--- src/rtl/rbfsr_pkg.sv ---
// ----------------------------------------------------------------------------
// rbfsr_pkg
// Shared constants, command/status types and helpers for the ROM bank
// free-space ranker.
// ----------------------------------------------------------------------------
package rbfsr_pkg;

    localparam int NUM_BANKS_DEF = 128;

    localparam int END_W   = 16;
    localparam int TOTAL_W = 23;
    localparam int PCT_W   = 16;

    localparam logic [END_W-1:0] BANK0_BASE = 16'h4000;
    localparam logic [END_W-1:0] BANK_BASE  = 16'h8000;
    localparam logic [END_W-1:0] END_RST    = 16'h4000;

    // percentage = ((total * 20000) >> 14) / banks, then halved with rounding
    localparam int PCT_SCALE = 20000;
    localparam int PCT_SHIFT = 14;
    localparam int PROD_W    = 38;
    localparam int QUO_W     = PROD_W - PCT_SHIFT;
    localparam logic [PCT_W-1:0] PCT_RST = 16'd10000;

    typedef struct packed {
        logic load;
        logic rec_rd;
        logic rec_upd;
        logic scan_start;
        logic scan_run;
        logic shift_start;
        logic shift_run;
        logic place;
        logic div_start;
        logic q_ord;
        logic q_end;
        logic res_load;
    } rbfsr_cmd_t;

    typedef struct packed {
        logic mode;
        logic bank_bad;
        logic upd;
        logic scan_done;
        logic shift_done;
        logic div_busy;
        logic out_free;
    } rbfsr_stat_t;

    function automatic logic [END_W-1:0] bank_free(input logic is_bank0,
                                                   input logic [END_W-1:0] end_addr);
        logic [END_W-1:0] base;
        base = is_bank0 ? BANK0_BASE : BANK_BASE;
        return base - end_addr;
    endfunction

endpackage

--- src/rtl/rbfsr_ctrl.sv ---
// ----------------------------------------------------------------------------
// rbfsr_ctrl
// Sequencer: steps one item through record update, re-rank and percentage,
// or through the two reads of a query.
// ----------------------------------------------------------------------------
module rbfsr_ctrl (
    input  logic                    clk,
    input  logic                    rst_n,
    input  logic                    in_valid,
    output logic                    in_ready,
    output rbfsr_pkg::rbfsr_cmd_t   cmd,
    input  rbfsr_pkg::rbfsr_stat_t  stat
);
    import rbfsr_pkg::*;

    typedef enum logic [10:0] {
        S_IDLE     = 11'b000_0000_0001,
        S_REC_RD   = 11'b000_0000_0010,
        S_REC_CHK  = 11'b000_0000_0100,
        S_SCAN     = 11'b000_0000_1000,
        S_SHIFT    = 11'b000_0001_0000,
        S_PLACE    = 11'b000_0010_0000,
        S_DIV_GO   = 11'b000_0100_0000,
        S_DIV_WAIT = 11'b000_1000_0000,
        S_Q_ORD    = 11'b001_0000_0000,
        S_Q_END    = 11'b010_0000_0000,
        S_RESULT   = 11'b100_0000_0000
    } ctrl_state_t;

    ctrl_state_t state_reg, state_next;

    always_comb
    begin
        state_next = state_reg;
        cmd        = '0;
        in_ready   = 1'b0;
        case (state_reg)
            S_IDLE:
            begin
                in_ready = 1'b1;
                if (in_valid)
                begin
                    cmd.load   = 1'b1;
                    state_next = S_REC_RD;
                end
            end
            S_REC_RD:
            begin
                cmd.rec_rd = 1'b1;
                if (stat.mode)
                    state_next = S_Q_ORD;
                else if (stat.bank_bad)
                    state_next = S_RESULT;
                else
                    state_next = S_REC_CHK;
            end
            S_REC_CHK:
            begin
                if (stat.upd)
                begin
                    cmd.rec_upd    = 1'b1;
                    cmd.scan_start = 1'b1;
                    state_next     = S_SCAN;
                end
                else
                    state_next = S_RESULT;
            end
            S_SCAN:
            begin
                cmd.scan_run = 1'b1;
                if (stat.scan_done)
                begin
                    cmd.shift_start = 1'b1;
                    state_next      = S_SHIFT;
                end
            end
            S_SHIFT:
            begin
                cmd.shift_run = 1'b1;
                if (stat.shift_done)
                    state_next = S_PLACE;
            end
            S_PLACE:
            begin
                cmd.place  = 1'b1;
                state_next = S_DIV_GO;
            end
            S_DIV_GO:
            begin
                cmd.div_start = 1'b1;
                state_next    = S_DIV_WAIT;
            end
            S_DIV_WAIT:
            begin
                if (!stat.div_busy)
                    state_next = S_RESULT;
            end
            S_Q_ORD:
            begin
                cmd.q_ord  = 1'b1;
                state_next = S_Q_END;
            end
            S_Q_END:
            begin
                cmd.q_end  = 1'b1;
                state_next = S_RESULT;
            end
            S_RESULT:
            begin
                if (stat.out_free)
                begin
                    cmd.res_load = 1'b1;
                    state_next   = S_IDLE;
                end
            end
            default:
                state_next = S_IDLE;
        endcase
    end

    always_ff @(posedge clk or negedge rst_n)
    begin
        if (!rst_n)
            state_reg <= S_IDLE;
        else
            state_reg <= state_next;
    end

endmodule

--- config.mk ---
export PLATFORM = sky130hd
export DESIGN_NAME = rbfsr_ctrl
export DESIGN_NICKNAME = d
export VERILOG_FILES = /design/src/rtl/rbfsr_pkg.sv /design/src/rtl/rbfsr_ctrl.sv
export SDC_FILE = /design/constraint.sdc
export NUM_CORES = 1
export LEC_CHECK = 0
export ABC_AREA = 1
export BUFFER_PORTS_ARGS = -buffer_cell sky130_fd_sc_hd__buf_2
export CAP_MARGIN = 20
export CORE_MARGIN = 2
export CORE_UTILIZATION = 44
export CTS_CLUSTER_DIAMETER = 120
export DETAILED_ROUTE_END_ITERATION = 10
export PLACE_DENSITY = 0.74
export SYNTH_ARGS = -nofsm -noshare
export SYNTH_HDL_FRONTEND = slang
export SYNTH_SLANG_ARGS = --single-unit
--- constraint.sdc ---
create_clock -name clk -period 1.4 [get_ports clk]
set_clock_uncertainty 0.2 [all_clocks]
set_input_delay 0 -clock clk [delete_from_list [all_inputs] [get_ports clk]]
set_output_delay 0 -clock clk [all_outputs]
set_load 0.1 [all_outputs]
==> metrics.txt, run 1 <==
Post-Synthesis Cell Area 758 um^2; top-area cell type share of the netlist area 33.0%; Final Wtd Congestion 0.870; ys flop type dfrtp_1; Synth area leader dfrtp_1; status aborted with a tool error; width of the die 45.5 um; Num CTS Buffers 3; Initial Util 48.6%; commonest cells in the netlist inv_1, nand2_1, nor2_1; Num Clock Sinks 11; post-CTS setup buffers 10; area post-placement 0.00132 mm^2; Chip Height 45.5 um; hold_buf cts 10; Final HPWL DP 1940 um; stop err [ERROR DPL-0038] Utilization greater than 100%, impossible to legalize; CTS resizes 28; H-tree Lvls 1; clock root buffer master clkbuf_4; # rows 14; synthesized flop and latch total 11; ys async rst share 100%; post-synthesis sequential area ratio 36.5%; syn_area_per_cell 6.43 um^2; pre-CTS setup slack -0.386 ns; Syn. warnings 0; Post-synth EDFFs 0; post-synthesis cell type count 15; Post-Syn Nets 128; Failed at clock tree synthesis; clk buf depth 2; # IOs 23; IO Port Bufs 22; Gate Count Post-Synth 118; largest cells by area after synthesis dfrtp_1, inv_1, nand2_1
==> through the flow <==
stage / instances / utilization, % / hold WS (ns)
detailed placement: 175 / 84.6 / -0.310
global placement: 175 / 84.6 / -0.313
floorplan: 118 / - / -0.496
==> kinds of logic after synthesis <==
family          share of synthesized area [%]
flops                                    36.5
simple gates                             45.2
compound gates                           3.47
buf+inv                                  14.9
==> inputs of run 2 (changes only) <==
--- a/config.mk
+++ b/config.mk
@@ -8,11 +8,10 @@
 export ABC_AREA = 1
 export BUFFER_PORTS_ARGS = -buffer_cell sky130_fd_sc_hd__buf_2
 export CAP_MARGIN = 20
-export CORE_MARGIN = 2
-export CORE_UTILIZATION = 44
-export CTS_CLUSTER_DIAMETER = 120
+export CORE_AREA = 2 2 63 65
 export DETAILED_ROUTE_END_ITERATION = 10
-export PLACE_DENSITY = 0.74
+export DIE_AREA = 0 0 65 67
+export PLACE_DENSITY_LB_ADDON = 0.15
 export SYNTH_ARGS = -nofsm -noshare
 export SYNTH_HDL_FRONTEND = slang
 export SYNTH_SLANG_ARGS = --single-unit
==> constraint.sdc (replaced) <==
create_clock -name clk -period 1.8 [get_ports clk]
set_clock_uncertainty 0.2 [all_clocks]
set_input_delay 0 -clock clk [delete_from_list [all_inputs] [get_ports clk]]
set_output_delay 0 -clock clk [all_outputs]
set_load 0.1 [all_outputs]
==> run 2 against run 1 <==
Against the previous run: the run now ends clean; synthesized cell count is the same; synthesized area is the same.
==> metrics.txt, run 2 <==
Setup crit start kind flip-flop; CP arrival 1.55 ns; Reg2Reg Depth 10; min cycle time layout 1.75 ns; drt via density 4.11; Num CTS Buffers 3; antenna violations before repair 0; worst-skew pair later-pin latency 0.24 ns; Layout area overhead 87.0%; Max FO, Critical Path 7; leak pwr 0.736 nW; simple-gate share of the synthesized area 45.2%; crit path cell chain nor2_1 > nand2_2 > nor2_4 > buf_12 > nand2_8 > nor2_4 > buf_12; post-synthesis cell type count 15; Gate Count Post-Synth 118; pre-CTS setup slack 0.0742 ns; maxcap violations 0; synthesized flop and latch total 11; Fin Setup TNS 0 ns; most frequent cells in the layout inv_1, nand2_1, buf_12, nor2_1; Post-Synthesis Cell Area 758 um^2; status completed; syn_area_per_cell 6.43 um^2; Multi-input gate area 475 um^2; Synth Area in Compound Gates 3.47%; Worst Max-Slew Pin Slew 0.510 ns; vias in the first global route 801; HP Class input pin to async pin; Final WS setup 0.0469 ns; clk buf depth 2; DR WL/cell 10.0 um; Synth area leader dfrtp_1; Routed Antenna Nets 0; RSZ-0062 raised after global routing true; FF-to-FF End state_reg[4]; DIE AREA 0.00436 mm^2; Final HPWL DP 1600 um; Hold WS 0.0339 ns; largest stage delay on the critical path 0.42 ns; main combinational cell family by area after synthesis simple AND/OR/NAND/NOR gates; Adder-Cell Fraction of Synth Area 0%; width of the die 65 um; pwr dens 1330 mW/mm^2; largest net degree at the start of global routing 11; Post-Syn Nets 128; largest cells by area after synthesis dfrtp_1, inv_1, nand2_1; Crit. path cell count 7; clock root buffer master clkbuf_8; commonest non-fill, non-tap cell in the layout inv_1; post-synthesis sequential area ratio 36.5%; CP Capture Point cmd[9]; Chip Height 67 um; commonest cells in the netlist inv_1, nand2_1, nor2_1; Syn. warnings 0; first-pass iteration count of the detailed router 4; WP buf/inv 2; WL final 2060 um; Final Hold Fails 0; fin nets 168; max_slew headroom 65.9%; Final Wtd Congestion 0.736; top-area cell type share of the netlist area 33.0%; endpoints failing setup 0; mux cell area share after synthesis 0%; first-pass GRT wire length 3340 um; routed vias 842; max reg flops 11; # rows 22; area post-placement 0.00116 mm^2; Final period util 97.4%; total gr overflow 0; Num Clock Sinks 11; register area 277 um^2; Final Util 39.3%; Core Box Area 0.00361 mm^2; ant diodes 0; CP Capture Type primary output; CTS tree built; Fmax 570 MHz; IO Port Bufs 22; critical path's top delay family simple AND/OR/NAND/NOR gates; Initial Util 21.0%; # IOs 23; Reg clk slew, reported paths 0.05 ns; post-layout instance area 0.00142 mm^2; Slew Viols, Final 0; Tot Pwr 1.88 mW; WP data required 1.60 ns; Worst R2R Start state_reg[4]; worst reg2reg setup slack 0.08 ns; XOR/XNOR Fraction of Synth Area 0%; initial DRC count 12; share of layout cells above drive strength 1 36.9%; Crit. Startpoint state_reg[4]; ys async rst share 100%; Placed Cells 187; worst vdd ir 1440 uV; H-tree Lvls 1; Non-Filler Instances 205; Critical Path Slowest Stage Cell dfrtp_1; ys flop type dfrtp_1; Setup CP Type flip-flop to primary output; DRC viols 0; Post-synth EDFFs 0; All-Layer GR Usage 10.2%; FILL cells 379
run 2: cell counts after synthesis:
Identical to the previous run, type by type.
run 2: routing by layer:
layer  GRT usage (%)  vias up  wire [um]
met5               0        -          0
met4            4.79        0         25
met3            2.87        4        113
met2            17.5       25       1080
met1            11.6      385        843
li1                -      428          -
run 2: how the worst min path moves through the flow:
stage / startpoint / endpoint / slack (ns) / depth (start not counted)
3_5_place_dp: rst_n / state_reg[4] / -0.31 / 1
4_1_cts: rst_n / state_reg[0] / 0.04 / 2
2_1_floorplan: rst_n / state_reg[10] / -0.50 / 0
6_report: rst_n / state_reg[0] / 0.03 / 2
3_3_place_gp: rst_n / state_reg[5] / -0.30 / 1
5_1_grt: rst_n / state_reg[0] / 0.07 / 2
run 2: cell families (layout without fill, tap and decap cells):
| kind of cell | count (synthesis) | after routing |
|---|---|---|
| AND/OR/NAND/NOR | 75 | 75 |
| buffers and inverters | 29 | 68 |
| flip-flops | 11 | 11 |
| AO/OA/AOI/OAI | 3 | 3 |
run 2: cell type report:
type | instances | share of cell area (%)
Multi-Input combinational cell | 78 | 33.5
Timing Repair Buffer | 36 | 31.6
Sequential cell | 11 | 19.5
Inverter | 28 | 7.94
Tap cell | 48 | 4.24
Clock buffer | 4 | 3.18
run 2: report_power, final:
part,switching [mW],leakage (nW),internal [mW]
logic,0.826,0.565,0.468
clock network,0.0923,0.0228,0.156
registers,0.0388,0.148,0.301
run 2: timing repair:
item / in CTS / in global routing
gates resized for setup: 1 / 15
hold endpoints to repair: 19 / 0
buffers inserted: 1 / 3
pin swaps: 2 / 7
setup endpoints to repair: 4 / 12
hold buffers: 10 / 0
run 2: worst register-to-register path, cell delays in order (launching register included):
cell,delay [ns]
dfrtp_1,0.42
nor2_1,0.13
nand2_2,0.10
nor2_4,0.11
buf_12,0.14
buf_4,0.12
nand3_2,0.07
nand3_4,0.13
nor2_4,0.05
nor2_1,0.11
nor2_1,0.04
No activity file was read; power rests on OpenSTA's default activity.
